### src/sv/rpc_pkg.sv
// shared types and constants for the rectangle polygon clipper
package rpc_pkg;

   localparam int COORD_BITS_DEF = 16;
   localparam int CFG_BITS       = 16;
   localparam int NUM_STAGES     = 4;
   localparam int CSR_IDX_BITS   = 3;

   localparam logic [CSR_IDX_BITS-1:0] CSR_X_MIN = 3'd0;
   localparam logic [CSR_IDX_BITS-1:0] CSR_X_MAX = 3'd1;
   localparam logic [CSR_IDX_BITS-1:0] CSR_Y_MIN = 3'd2;
   localparam logic [CSR_IDX_BITS-1:0] CSR_Y_MAX = 3'd3;

   localparam logic signed [CFG_BITS-1:0] X_MIN_RST = 16'sd0;
   localparam logic signed [CFG_BITS-1:0] X_MAX_RST = 16'sd511;
   localparam logic signed [CFG_BITS-1:0] Y_MIN_RST = 16'sd0;
   localparam logic signed [CFG_BITS-1:0] Y_MAX_RST = 16'sd511;

   localparam int STAGE_LEFT   = 0;
   localparam int STAGE_TOP    = 1;
   localparam int STAGE_RIGHT  = 2;
   localparam int STAGE_BOTTOM = 3;

   typedef struct packed {
      logic vert;
      logic fin;
   } rpc_flags_type;

endpackage

### src/sv/rpc_sink.sv
// hold stage and output register that marks the final vertex of a polygon
module rpc_sink import rpc_pkg::*; #(
   parameter int CW         = 16,
   parameter int COORD_BITS = COORD_BITS_DEF
) (
   input  logic                         clock,
   input  logic                         reset,
   input  logic                         in_valid,
   output logic                         in_stall,
   input  logic signed [CW-1:0]         in_x,
   input  logic signed [CW-1:0]         in_y,
   input  rpc_flags_type                in_flags,
   output logic                         rsp_valid,
   input  logic                         rsp_stall,
   output logic signed [COORD_BITS-1:0] rsp_out_x,
   output logic signed [COORD_BITS-1:0] rsp_out_y,
   output logic                         rsp_out_last,
   output logic                         rsp_no_vertex
);

   logic rsp_valid_ff, rsp_valid_in, hold_v_ff, hold_v_in;
   logic signed [CW-1:0] hold_x_ff, hold_x_in, hold_y_ff, hold_y_in;
   logic signed [COORD_BITS-1:0] out_x_ff, out_x_in, out_y_ff, out_y_in;
   logic last_ff, last_in, none_ff, none_in;
   logic accept;

   assign in_stall = rsp_valid_ff & rsp_stall;
   assign accept = in_valid & !in_stall;
   assign rsp_valid = rsp_valid_ff;
   assign rsp_out_x = out_x_ff;
   assign rsp_out_y = out_y_ff;
   assign rsp_out_last = last_ff;
   assign rsp_no_vertex = none_ff;

   always_comb begin
      rsp_valid_in = rsp_valid_ff & rsp_stall;
      hold_v_in = hold_v_ff;
      hold_x_in = hold_x_ff;
      hold_y_in = hold_y_ff;
      out_x_in = out_x_ff;
      out_y_in = out_y_ff;
      last_in = last_ff;
      none_in = none_ff;
      if (accept) begin
         if (in_flags.vert) begin
            if (hold_v_ff) begin
               rsp_valid_in = 1'b1;
               out_x_in = COORD_BITS'(hold_x_ff);
               out_y_in = COORD_BITS'(hold_y_ff);
               last_in = 1'b0;
               none_in = 1'b0;
            end
            hold_x_in = in_x;
            hold_y_in = in_y;
            hold_v_in = 1'b1;
         end else if (in_flags.fin) begin
            rsp_valid_in = 1'b1;
            last_in = 1'b1;
            none_in = !hold_v_ff;
            out_x_in = hold_v_ff ? COORD_BITS'(hold_x_ff) : '0;
            out_y_in = hold_v_ff ? COORD_BITS'(hold_y_ff) : '0;
            hold_v_in = 1'b0;
         end
      end
   end

   always_ff @(posedge clock) begin
      if (reset) begin
         rsp_valid_ff <= 1'b0;
         hold_v_ff <= 1'b0;
      end else begin
         rsp_valid_ff <= rsp_valid_in;
         hold_v_ff <= hold_v_in;
      end
   end

   always_ff @(posedge clock) begin
      hold_x_ff <= hold_x_in;
      hold_y_ff <= hold_y_in;
      out_x_ff <= out_x_in;
      out_y_ff <= out_y_in;
      last_ff <= last_in;
      none_ff <= none_in;
   end

endmodule

### config.mk
export PLATFORM = sky130hd
export DESIGN_NAME = rpc_sink
export DESIGN_NICKNAME = d
export VERILOG_FILES = /design/src/sv/rpc_pkg.sv /design/src/sv/rpc_sink.sv
export SDC_FILE = /design/constraint.sdc
export NUM_CORES = 1
export LEC_CHECK = 0
export ABC_AREA = 1
export BUFFER_PORTS_ARGS = -buffer_cell sky130_fd_sc_hd__buf_2
export CORE_MARGIN = 5
export CORE_UTILIZATION = 44
export CTS_BUF_LIST = sky130_fd_sc_hd__clkbuf_8
export CTS_CLUSTER_SIZE = 20
export DETAILED_ROUTE_END_ITERATION = 7
export MAX_ROUTING_LAYER = met4
export PLACE_DENSITY = 0.76
export SYNTH_ARGS = -nofsm -noshare
export SYNTH_HDL_FRONTEND = slang
export SYNTH_SLANG_ARGS = --single-unit
### constraint.sdc
create_clock -name clock -period 2.6 [get_ports clock]
set_input_delay 0.13 -clock clock [delete_from_list [all_inputs] [get_ports clock]]
set_output_delay 0.13 -clock clock [all_outputs]
set_load 0.02 [all_outputs]
==> impl_metrics.toml <==
[worst_setup_path]
r2r_slack_ns = 1.04
cp-end-kind = "flip-flop"
cp.arrival_ns = 1.59
endpoint = "hold_y_ff[0]"
r2r-start = "rsp_valid"
worst_r2r_endpoint = "hold_y_ff[0]"
r2r_cells = 6
worst-setup-path-type = "reg -> reg"
startpoint = "rsp_valid"
cp_max_fo = 20
critPathLaunchType = "flip-flop"
crit_required_ns = 2.63

[cells_and_area]
seqCellArea_um2 = 2020
nNetsFinal = 307
layout_common_cells = "73 x buf_2, 66 x edfxtp_1, 39 x inv_1"
final_common_cell = "buf_2"
n_fill_cell = 370
final_area_um2 = 3350
multi_input_comb_area_um2 = 186
drive_above_1_share = 0.336
area_delta_synth_final_pct = 40.3

[drt]
drtIter0Drc = 103
ant_nets = 0
vias = 1427
drtPass1Iterations = 4
wl_per_cell_um = 11.9
routed_wl_um = 4120
avgViaCountPerCell = 4.14
drc = 0

[sta]
relSlewSlack = 0.543
final.min_clock_period_ns = 1.56
fmax_mhz = 639
tightest_slew_ns = 0.684
slew_violations = 0
hold_viol_final = 0
finalClockSkew_ns = 0.00870
rsz0062_at_grt = "no"
setup_viol = 0
period_share = 0.602
tns_ns = 0

[cts]
ctsResizeCount = 0
cts_buffer_depth = 2
worstSkewPairLatency_ns = 0.32
numClockSinks = 68
cts_tree = "built"
cts_buffers = 9
path_clk_slew_ns = 0.06
cts-htree-levels = 3
cts-root-buf = "clkbuf_8"

[power_and_ir_drop]
total_power_mw = 2.24
combPwrFrac = 0.081
ir_drop_v = 0.000301
pwr-share-seq = 0.567
p_switching_uw = 467
powerDensity_nw_per_um2 = 669
pwr-share-clk = 0.351
p_leak_nw = 1.47
switching_share = 0.209
internal-power_mw = 1.77

[global_route]
grt_usage = 0.133
grt_max_degree = 35
grt_pass1_vias = 1417
antenna_found_initial = 1
grt_pass1_wl_um = 6730
grt-ovfl-total = 0

[synth]
syn_area_um2 = 2380
synth.area.top_cells = "edfxtp_1 83%, inv_1 6.0%, nor2_1 5.0%"
synth_top_area_share = 0.831
yosys.area.top_type = "edfxtp_1"
synth_cell_types = 13
ys_seq_elements = 68
synth.area.mux_share = 0
post_synth_inst_count = 153
synth_top_family_by_area = "buffers and inverters"
synth-simple-area-share = 0.0703
ys_warn_count = 0
synthesis.nets = 191
synth_xor_area_frac = 0
synth-compound-area-share = 0.00787
synthAdderAreaFrac = 0
seq_area_frac_synth = 0.848
syn_area_per_cell_um2 = 15.6

[place]
place_area_um2 = 2830
dpl.hpwl_um = 2490
io_buffers = 73
gp_congestion = 0.714

[flow_run]
maxCapViolCount = 0

[floorplan]
fp-row-count = 26
dieArea_um2 = 6990
die_h_um = 83.6
die_x_um = 83.6
fp.coreArea_um2 = 5170
start_util = 0.461
io_pins = 74

[hold_path]
hold_class = "in -> reg"

[status]
run_status = "finished clean"
## per-layer routing
layer | track usage | vias up | share of wire
li1 | - | 727 | -
met1 | 0.131 | 637 | 0.36
met2 | 0.226 | 49 | 0.55
met3 | 0.0365 | 14 | 0.051
met4 | 0.0906 | 0 | 0.041
met5 | - | - | 0
## layout make-up
type,count,share of cell area
Antenna cell,1,0.000748
Multi-Input combinational cell,44,0.0557
Clock inverter,7,0.0176
Timing Repair Buffer,108,0.216
Inverter,38,0.0426
Clock buffer,9,0.0370
Sequential cell,68,0.604
Tap cell,70,0.0262
## worst max-delay path: stages (launching register included)
cell     delay [ns]
dfxtp_1        0.32
nand2_2        0.09
inv_1          0.07
nor2_2         0.09
nand2_1        0.07
inv_1          0.40
buf_12         0.23
## per-stage QoR
stage | setup WS [ns] | instances | hold slack, ns | util
2_1_floorplan | 0.739 | 153 | 0.192 | -
3_3_place_gp | 1.08 | 295 | 0.307 | 0.547
3_5_place_dp | 1.04 | 295 | 0.308 | 0.547
4_1_cts | 1.03 | 344 | 0.0751 | 0.647
5_1_grt | 0.935 | 345 | 0.0881 | 0.647
6_report | 1.04 | 345 | 0.0896 | 0.647
## cell families after synthesis
kind of cell           after synthesis
and+or+nand+nor                     41
AOI/OAI and AO/OA                    3
DFF                                 68
buffers and inverters               41
## Yosys cell counts, drive strengths merged
cell / number
a21oi: 2
buf: 3
dfxtp: 2
edfxtp: 66
inv: 38
nand2: 6
nand3: 1
nor2: 34
o21ai: 1
## sequential cells by signal (all words and copies together), names as in the netlist
name and count:
hold_x_ff 16, hold_y_ff 16, rsp_out_x 16, rsp_out_y 16, hold_v_ff 1, rsp_no_vertex 1
rsp_out_last 1, rsp_valid 1
## power by group through the flow
stage	Combinational [mW]	Sequential, mW	Clock [mW]
after detailed placement	0.144	1.29	0
final	0.182	1.27	0.786
after global placement	0.141	1.29	0
after global routing	0.201	1.27	0.868
after floorplan	0.0557	1.32	0
after CTS	0.182	1.27	0.801
## what timing repair did
item,CTS,global route
buffers inserted,0,0
hold endpoints to repair,34,0
hold buffers,33,0
setup endpoints to repair,0,0
## how the worst min path moves through the flow
stage | start | to | depth (start not counted)
after floorplan | reset | rsp_valid | 1
after global placement | in_y[1] | hold_y_ff[1] | 1
after detailed placement | in_x[15] | hold_x_ff[15] | 1
after CTS | rsp_stall | rsp_valid | 3
after global routing | rsp_stall | rsp_valid | 3
final | rsp_stall | rsp_valid | 3
Note: power is estimated with default switching activity, not from simulation.
