[src/sv/rpc_pkg.sv]
// shared types and constants for the rectangle polygon clipper
package rpc_pkg;

   localparam int COORD_BITS_DEF = 16;
   localparam int CFG_BITS       = 16;
   localparam int NUM_STAGES     = 4;
   localparam int CSR_IDX_BITS   = 3;

   localparam logic [CSR_IDX_BITS-1:0] CSR_X_MIN = 3'd0;
   localparam logic [CSR_IDX_BITS-1:0] CSR_X_MAX = 3'd1;
   localparam logic [CSR_IDX_BITS-1:0] CSR_Y_MIN = 3'd2;
   localparam logic [CSR_IDX_BITS-1:0] CSR_Y_MAX = 3'd3;

   localparam logic signed [CFG_BITS-1:0] X_MIN_RST = 16'sd0;
   localparam logic signed [CFG_BITS-1:0] X_MAX_RST = 16'sd511;
   localparam logic signed [CFG_BITS-1:0] Y_MIN_RST = 16'sd0;
   localparam logic signed [CFG_BITS-1:0] Y_MAX_RST = 16'sd511;

   localparam int STAGE_LEFT   = 0;
   localparam int STAGE_TOP    = 1;
   localparam int STAGE_RIGHT  = 2;
   localparam int STAGE_BOTTOM = 3;

   typedef struct packed {
      logic vert;
      logic fin;
   } rpc_flags_type;

endpackage

[src/sv/rpc_clip_cell.sv]
// one half-plane clipping cell with its own multiplier and restoring divider
module rpc_clip_cell import rpc_pkg::*; #(
   parameter int CW    = 16,
   parameter int STAGE = STAGE_LEFT
) (
   input  logic                       clock,
   input  logic                       reset,
   input  logic signed [CFG_BITS-1:0] bound,
   input  logic                       in_valid,
   output logic                       in_stall,
   input  logic signed [CW-1:0]       in_x,
   input  logic signed [CW-1:0]       in_y,
   input  rpc_flags_type              in_flags,
   output logic                       out_valid,
   input  logic                       out_stall,
   output logic signed [CW-1:0]       out_x,
   output logic signed [CW-1:0]       out_y,
   output rpc_flags_type              out_flags
);

   localparam int   DW      = CW + 1;
   localparam int   PW      = 2 * DW;
   localparam int   CNTW    = $clog2(DW + 1);
   localparam logic AXIS_X  = (STAGE == STAGE_LEFT) || (STAGE == STAGE_RIGHT);
   localparam logic KEEP_GE = (STAGE == STAGE_LEFT) || (STAGE == STAGE_BOTTOM);

   typedef enum logic [8:0] {
      ST_IDLE  = 9'b000000001,
      ST_VTX   = 9'b000000010,
      ST_FIN   = 9'b000000100,
      ST_EDGE  = 9'b000001000,
      ST_MUL   = 9'b000010000,
      ST_DIV   = 9'b000100000,
      ST_EMITX = 9'b001000000,
      ST_EMITQ = 9'b010000000,
      ST_END   = 9'b100000000
   } rpc_cell_state_type;

   function automatic logic inside_f(logic signed [CW-1:0] x, logic signed [CW-1:0] y,
                                     logic signed [CW-1:0] c);
      logic signed [CW-1:0] u;
      u = AXIS_X ? x : y;
      return KEEP_GE ? (u >= c) : (u <= c);
   endfunction

   rpc_cell_state_type state_ff, state_in;
   logic seen_ff, seen_in;
   logic signed [CW-1:0] tok_x_ff, tok_x_in, tok_y_ff, tok_y_in;
   rpc_flags_type tok_flags_ff, tok_flags_in;
   logic signed [CW-1:0] first_x_ff, first_x_in, first_y_ff, first_y_in;
   logic signed [CW-1:0] prev_x_ff, prev_x_in, prev_y_ff, prev_y_in;
   logic signed [CW-1:0] p_x_ff, p_x_in, p_y_ff, p_y_in;
   logic signed [CW-1:0] q_x_ff, q_x_in, q_y_ff, q_y_in;
   logic signed [CW-1:0] w1_ff, w1_in;
   logic qin_ff, qin_in, neg_ff, neg_in;
   logic [DW-1:0] du_mag_ff, du_mag_in, dt_mag_ff, dt_mag_in, dw_mag_ff, dw_mag_in;
   logic [DW-1:0] rem_ff, rem_in, low_ff, low_in, quot_ff, quot_in;
   logic [CNTW-1:0] cnt_ff, cnt_in;

   logic signed [CW-1:0] c_w, p_u, p_w, q_u, q_w;
   logic signed [DW-1:0] du, dt, dw;
   logic pin, qin;
   logic [PW-1:0] prod;
   logic [DW:0] shifted;
   logic ge;
   logic [DW-1:0] cross_w;

   assign c_w = CW'(bound);
   assign p_u = AXIS_X ? p_x_ff : p_y_ff;
   assign p_w = AXIS_X ? p_y_ff : p_x_ff;
   assign q_u = AXIS_X ? q_x_ff : q_y_ff;
   assign q_w = AXIS_X ? q_y_ff : q_x_ff;
   assign du  = DW'(q_u) - DW'(p_u);
   assign dt  = DW'(c_w) - DW'(p_u);
   assign dw  = DW'(q_w) - DW'(p_w);
   assign pin = inside_f(p_x_ff, p_y_ff, c_w);
   assign qin = inside_f(q_x_ff, q_y_ff, c_w);
   assign prod = dw_mag_ff * dt_mag_ff;
   assign shifted = {rem_ff, low_ff[DW-1]};
   assign ge = shifted >= {1'b0, du_mag_ff};
   assign cross_w = neg_ff ? (DW'(w1_ff) - quot_ff) : (DW'(w1_ff) + quot_ff);

   assign in_stall  = (state_ff != ST_IDLE);
   assign out_valid = state_ff inside {ST_EMITX, ST_EMITQ, ST_END};

   always_comb begin
      out_x = q_x_ff;
      out_y = q_y_ff;
      out_flags = '{vert: 1'b1, fin: 1'b0};
      case (state_ff)
         ST_EMITX: begin
            out_x = AXIS_X ? c_w : CW'(cross_w);
            out_y = AXIS_X ? CW'(cross_w) : c_w;
         end
         ST_END: begin
            out_flags = '{vert: 1'b0, fin: 1'b1};
         end
         default: begin
         end
      endcase
   end

   always_comb begin
      state_in = state_ff;
      seen_in = seen_ff;
      tok_x_in = tok_x_ff;
      tok_y_in = tok_y_ff;
      tok_flags_in = tok_flags_ff;
      first_x_in = first_x_ff;
      first_y_in = first_y_ff;
      prev_x_in = prev_x_ff;
      prev_y_in = prev_y_ff;
      p_x_in = p_x_ff;
      p_y_in = p_y_ff;
      q_x_in = q_x_ff;
      q_y_in = q_y_ff;
      w1_in = w1_ff;
      qin_in = qin_ff;
      neg_in = neg_ff;
      du_mag_in = du_mag_ff;
      dt_mag_in = dt_mag_ff;
      dw_mag_in = dw_mag_ff;
      rem_in = rem_ff;
      low_in = low_ff;
      quot_in = quot_ff;
      cnt_in = cnt_ff;
      case (state_ff)
         ST_IDLE: begin
            if (in_valid) begin
               tok_x_in = in_x;
               tok_y_in = in_y;
               tok_flags_in = in_flags;
               state_in = ST_VTX;
            end
         end
         ST_VTX: begin
            state_in = ST_FIN;
            if (tok_flags_ff.vert) begin
               prev_x_in = tok_x_ff;
               prev_y_in = tok_y_ff;
               if (seen_ff) begin
                  p_x_in = prev_x_ff;
                  p_y_in = prev_y_ff;
                  q_x_in = tok_x_ff;
                  q_y_in = tok_y_ff;
                  state_in = ST_EDGE;
               end else begin
                  first_x_in = tok_x_ff;
                  first_y_in = tok_y_ff;
                  seen_in = 1'b1;
               end
            end
         end
         ST_FIN: begin
            if (tok_flags_ff.fin && seen_ff) begin
               p_x_in = prev_x_ff;
               p_y_in = prev_y_ff;
               q_x_in = first_x_ff;
               q_y_in = first_y_ff;
               seen_in = 1'b0;
               state_in = ST_EDGE;
            end else if (tok_flags_ff.fin) begin
               state_in = ST_END;
            end else begin
               state_in = ST_IDLE;
            end
         end
         ST_EDGE: begin
            qin_in = qin;
            neg_in = du[DW-1] ^ dt[DW-1] ^ dw[DW-1];
            w1_in = p_w;
            du_mag_in = du[DW-1] ? (~du + 1'b1) : du;
            dt_mag_in = dt[DW-1] ? (~dt + 1'b1) : dt;
            dw_mag_in = dw[DW-1] ? (~dw + 1'b1) : dw;
            if (pin != qin) begin
               state_in = ST_MUL;
            end else if (qin) begin
               state_in = ST_EMITQ;
            end else begin
               state_in = ST_FIN;
            end
         end
         ST_MUL: begin
            rem_in = prod[PW-1:DW];
            low_in = prod[DW-1:0];
            cnt_in = '0;
            state_in = ST_DIV;
         end
         ST_DIV: begin
            rem_in = ge ? DW'(shifted - {1'b0, du_mag_ff}) : shifted[DW-1:0];
            low_in = low_ff << 1;
            quot_in = {quot_ff[DW-2:0], ge};
            cnt_in = cnt_ff + 1'b1;
            if (cnt_ff == CNTW'(DW - 1)) begin
               state_in = ST_EMITX;
            end
         end
         ST_EMITX: begin
            if (!out_stall) begin
               state_in = qin_ff ? ST_EMITQ : ST_FIN;
            end
         end
         ST_EMITQ: begin
            if (!out_stall) begin
               state_in = ST_FIN;
            end
         end
         ST_END: begin
            if (!out_stall) begin
               state_in = ST_IDLE;
            end
         end
         default: begin
            state_in = ST_IDLE;
         end
      endcase
   end

   always_ff @(posedge clock) begin
      if (reset) begin
         state_ff <= ST_IDLE;
         seen_ff <= 1'b0;
      end else begin
         state_ff <= state_in;
         seen_ff <= seen_in;
      end
   end

   always_ff @(posedge clock) begin
      tok_x_ff <= tok_x_in;
      tok_y_ff <= tok_y_in;
      tok_flags_ff <= tok_flags_in;
      first_x_ff <= first_x_in;
      first_y_ff <= first_y_in;
      prev_x_ff <= prev_x_in;
      prev_y_ff <= prev_y_in;
      p_x_ff <= p_x_in;
      p_y_ff <= p_y_in;
      q_x_ff <= q_x_in;
      q_y_ff <= q_y_in;
      w1_ff <= w1_in;
      qin_ff <= qin_in;
      neg_ff <= neg_in;
      du_mag_ff <= du_mag_in;
      dt_mag_ff <= dt_mag_in;
      dw_mag_ff <= dw_mag_in;
      rem_ff <= rem_in;
      low_ff <= low_in;
      quot_ff <= quot_in;
      cnt_ff <= cnt_in;
   end

endmodule

[config.mk]
export PLATFORM = sky130hd
export DESIGN_NAME = rpc_clip_cell
export DESIGN_NICKNAME = d
export VERILOG_FILES = /design/src/sv/rpc_pkg.sv /design/src/sv/rpc_clip_cell.sv
export SDC_FILE = /design/constraint.sdc
export NUM_CORES = 1
export LEC_CHECK = 0
export ABC_AREA = 1
export BUFFER_PORTS_ARGS = -buffer_cell sky130_fd_sc_hd__clkbuf_2
export CORE_MARGIN = 1.5
export CORE_UTILIZATION = 50
export CTS_BUF_LIST = sky130_fd_sc_hd__clkbuf_4
export CTS_CLUSTER_DIAMETER = 80
export DETAILED_ROUTE_END_ITERATION = 8
export GPL_TIMING_DRIVEN = 0
export PLACE_DENSITY = 0.65
export SKIP_CTS_REPAIR_TIMING = 1
export SYNTH_ARGS = -nofsm -noshare
export SYNTH_HDL_FRONTEND = slang
export SYNTH_SLANG_ARGS = --single-unit
[constraint.sdc]
create_clock -name clock -period 5.7 [get_ports clock]
set_input_delay 0.285 -clock clock [delete_from_list [all_inputs] [get_ports clock]]
set_output_delay 0.285 -clock clock [all_outputs]
set_load 0.03 [all_outputs]
==> results.txt <==
The run finished, with violations left. The checks that failed: setup timing. The residual overflow from global routing is 0. The sum of negative setup slack came out at -0.102 ns. The post-synthesis area per instance is 8.05 um2. The effective utilization at floorplan is 0.504. After detailed routing, the number of remaining DRC violations is 0. Dividing the detail-routed wire length by the instance count gives 16.6 um. Counting along the longest clock path gives a buffer depth of 3. The worst setup path is captured at a flop. The max-capacitance violation count came out at 0. By count the netlist is led by 1,025 x sky130_fd_sc_hd__nand2_1, 733 x sky130_fd_sc_hd__inv_1, 286 x sky130_fd_sc_hd__edfxtp_1, 229 x sky130_fd_sc_hd__fa_1, 212 x sky130_fd_sc_hd__ha_1. Measured along the x axis, the die boundary spans 238 um.

The layout cell share with drive strength beyond 1 came out at 0.163. The core region area is 0.0549 mm2. The largest net degree at the start of global routing is 73. The internal power of the cells came out at 0.00400 W. The insertion delay to the later sink of the worst-skew pair came out at 0.76 ns.

The clock arrives with 0.0676 ns of skew. The power share of the combinational group came out at 0.184. The weighted congestion reported at the end of routability-driven placement came out at 0.942. The critical path arrival is 6.21 ns.

The combined global-route utilization of all metal layers came out at 0.261. Setup repair after global routing could not meet its margin everywhere. The peak ir drop on the vdd network is 364 uV. Static timing analysis puts the maximum clock frequency at 174 MHz.

The number of endpoints with negative hold slack in the final report was 0. The cell that appears most often on the critical path is sky130_fd_sc_hd__fa_1. The post-layout instance area is 0.0325 mm2. The clock transition at the registers of the reported paths is 0.07 ns. The number of library cell types mapped by synthesis came out at 50. The die is 238 um tall. The most frequent cell after synthesis is sky130_fd_sc_hd__nand2_1. Buffers placed on the I/O ports in this run total 89. The critical path is of the reg -> reg type. The biggest fanout along the worst timing path is 4. The TritonCTS sink count came out at 296. For this design the static power due to leakage is 16.6 nW. Of the post-synthesis cell area, the dominant cell type holds 0.311. Yosys printed 0 warnings. The slack of the critical path came out at -0.0553 ns. The switching power is 0.00177 W. Traced cell by cell, the critical path runs through buf_6 > nand2_1 > inv_1 > fa_1 > inv_1 > fa_1 > fa_1 > inv_1 > fa_1 > fa_1 > inv_2 > fa_1 > inv_1 > ha_4 > nand2_4 > nor2_4 > inv_2 > nor3_4 > nand4_1 > nand3_2 > nand2_2 > nand3_2 > nand2_1. The number of placement rows came out at 86. The part of the power in the clock network is 0.330. Clock tree synthesis selected as its root buffer the cell sky130_fd_sc_hd__clkbuf_4. The initial detailed-routing violation count is 1,765.

The via density per instance came out at 5.09. Detailed placement finished with a half-perimeter wire length of 57,900 um. The growth of design area from synthesis to finish is 17.7%. The post-synth net total came out at 3,928.

The synthesized netlist occupies a cell area of 0.0276 mm2. The final routed wirelength across all metal layers came out at 74,300 um. The count of boundary I/O pins is 90. The post-route total power is 0.00577 W. The tightest min-delay check is of the in -> reg type. The number of vias after detailed routing is 22,800. The worst path in the final design needs a cycle of 5.76 ns, including I/O delays and setup. The async set or reset register ratio after synthesis is 0. STA classifies the critical path startpoint as a flop.

The number of global-route vias before repair is 22,200. The final number of max-transition violations is 0. The setup-violating endpoint count in the final report came out at 4. The CTS tree is done. The placed cell area is 0.0291 mm2. The share of total power in sequential cells is 0.486.

The final design utilization came out at 0.593. The global-route wire length before repair is 116,000 um. The worst max-slew margin expressed relative to the limit came out at 0.358.

After technology mapping, the gate count stands at 3,433. Of the total power, the share spent switching nets is 0.307. The clock tree synthesis step divided the H-tree into 3 levels.

The length of the first detailed-routing pass in iterations is 6. The count of flip-flops with a built-in enable after synthesis came out at 286. After synthesis, the cell types taking the most area are sky130_fd_sc_hd__edfxtp_1 31%, sky130_fd_sc_hd__fa_1 17%, sky130_fd_sc_hd__nand2_1 14%, sky130_fd_sc_hd__inv_1 10%, sky130_fd_sc_hd__ha_1 9.6%. The biggest cell delay along the critical path is 0.58 ns. The total CTS buffers is 76. The register area share after synthesis came out at 0.318. The die area came out at 0.0567 mm2. The power density over the cells is 177 mW/mm2. The transition at the pin with the smallest max-transition slack came out at 0.960 ns. The number of antenna violations at the first check in global routing is 1.

The final layout net count came out at 4,214. The number of antenna-violating nets in the routed design is 0. For this run, the leading register cell type out of synthesis is sky130_fd_sc_hd__edfxtp_1. The biggest area consumer among synthesized cells is sky130_fd_sc_hd__edfxtp_1. On the critical path, the stage with the largest delay is an instance of sky130_fd_sc_hd__edfxtp_1.

The post-route clock period utilization is 1.01. The synthesized design contains 296 register bits. The worst setup slack after placement came out at -1.43 ns.

The worst path required time came out at 6.16 ns. The number of filler instances in the final layout came out at 4,949.
==> final cells by class <==
cell class | instances | area [um2] | share of cell area
clock buffers | 104 | 781 | 0.0240
inverters | 742 | 2790 | 0.0857
well taps | 704 | 881 | 0.0271
diodes | 1 | 2.50 | 0.0000769
flip-flops and latches | 296 | 8790 | 0.270
repair buffers | 240 | 1810 | 0.0555
plain buffers | 63 | 508 | 0.0156
clock inverters | 31 | 234 | 0.00719
multi-input cells | 2300 | 16700 | 0.515
==> metrics by stage <==
step / hold WS (ns) / cells
final: 0.0945 / 4481
after floorplan: 0.357 / 3433
after CTS: -0.378 / 4364
after global routing: 0.116 / 4481
after detailed placement: 0.405 / 4229
after global placement: 0.400 / 4226
==> routing by layer <==
| metal | GRT usage | wire length, um |
|---|---|---|
| met1 | 0.345 | 32300 |
| met2 | 0.443 | 35400 |
| met3 | 0.0273 | 3810 |
| met4 | 0.0982 | 2700 |
| met5 | 0 | 0 |
==> path summary, 6_finish.rpt <==
| check | startpoint | end | slack [ns] | depth (start not counted) |
|---|---|---|---|---|
| min reg2reg | prev_y_ff[8]$_DFFE_PP_ | p_w[8]$_DFFE_PP_ | 0.41 | 0 |
| max reg2reg | dw_mag_ff[12]$_DFFE_PN_ | rem_ff[9]$_DFFE_PP_ | -0.06 | 23 |
| min | out_stall | state_ff[6]$_SDFFE_PP0P_ | 0.09 | 6 |
| max | dw_mag_ff[12]$_DFFE_PN_ | rem_ff[9]$_DFFE_PP_ | -0.06 | 23 |
==> cell usage in the layout (no fill, tap or decap), types with 35 or more instances in the layout <==
| master | n |
|---|---|
| sky130_fd_sc_hd__buf_6 | 42 |
| sky130_fd_sc_hd__xor2_1 | 35 |
| sky130_fd_sc_hd__nand3_1 | 157 |
| sky130_fd_sc_hd__o21ai_0 | 79 |
| sky130_fd_sc_hd__edfxtp_1 | 286 |
| sky130_fd_sc_hd__nand2_1 | 995 |
| sky130_fd_sc_hd__fa_1 | 220 |
| sky130_fd_sc_hd__clkbuf_4 | 106 |
| sky130_fd_sc_hd__a21oi_1 | 89 |
| sky130_fd_sc_hd__xnor2_1 | 42 |
| sky130_fd_sc_hd__inv_1 | 693 |
| sky130_fd_sc_hd__dlygate4sd3_1 | 36 |
| sky130_fd_sc_hd__ha_1 | 195 |
| sky130_fd_sc_hd__buf_4 | 98 |
| sky130_fd_sc_hd__clkbuf_2 | 89 |
| sky130_fd_sc_hd__inv_2 | 46 |
| sky130_fd_sc_hd__nor2_1 | 148 |
==> power groups by stage <==
| stage | combinational (W) | clock (W) | sequential (W) |
|---|---|---|---|
| final | 0.00106 | 0.00191 | 0.00280 |
| after global routing | 0.00118 | 0.00206 | 0.00282 |
| after CTS | 0.00102 | 0.00196 | 0.00280 |
| after detailed placement | 0.00101 | 0 | 0.00285 |
| after global placement | 0.000994 | 0 | 0.00285 |
| after floorplan | 0.000731 | 0 | 0.00280 |
==> worst max-delay path, delay by kind of cell, from the launching register on <==
kind / cells / cell delay [ns]
flops: 1 / 0.58
buf+inv: 7 / 0.56
fa+ha+maj: 7 / 3.36
simple gates: 9 / 0.93
==> cells by family after synthesis <==
logic type | after synthesis | synth area share
and+or+nand+nor | 1522 | 0.229
buffers and inverters | 837 | 0.115
adders and majority gates | 441 | 0.262
DFF | 296 | 0.318
AOI/OAI and AO/OA | 260 | 0.0515
xor gates and xnor gates | 77 | 0.0244
==> flip-flops by register name (all words and copies together), names as in the netlist, 17 cells and up <==
register	count
dw_mag_ff	17
rem_ff	17
dt_mag_ff	17
low_ff	17
du_mag_ff	17
(Power assumes the default switching activity.)
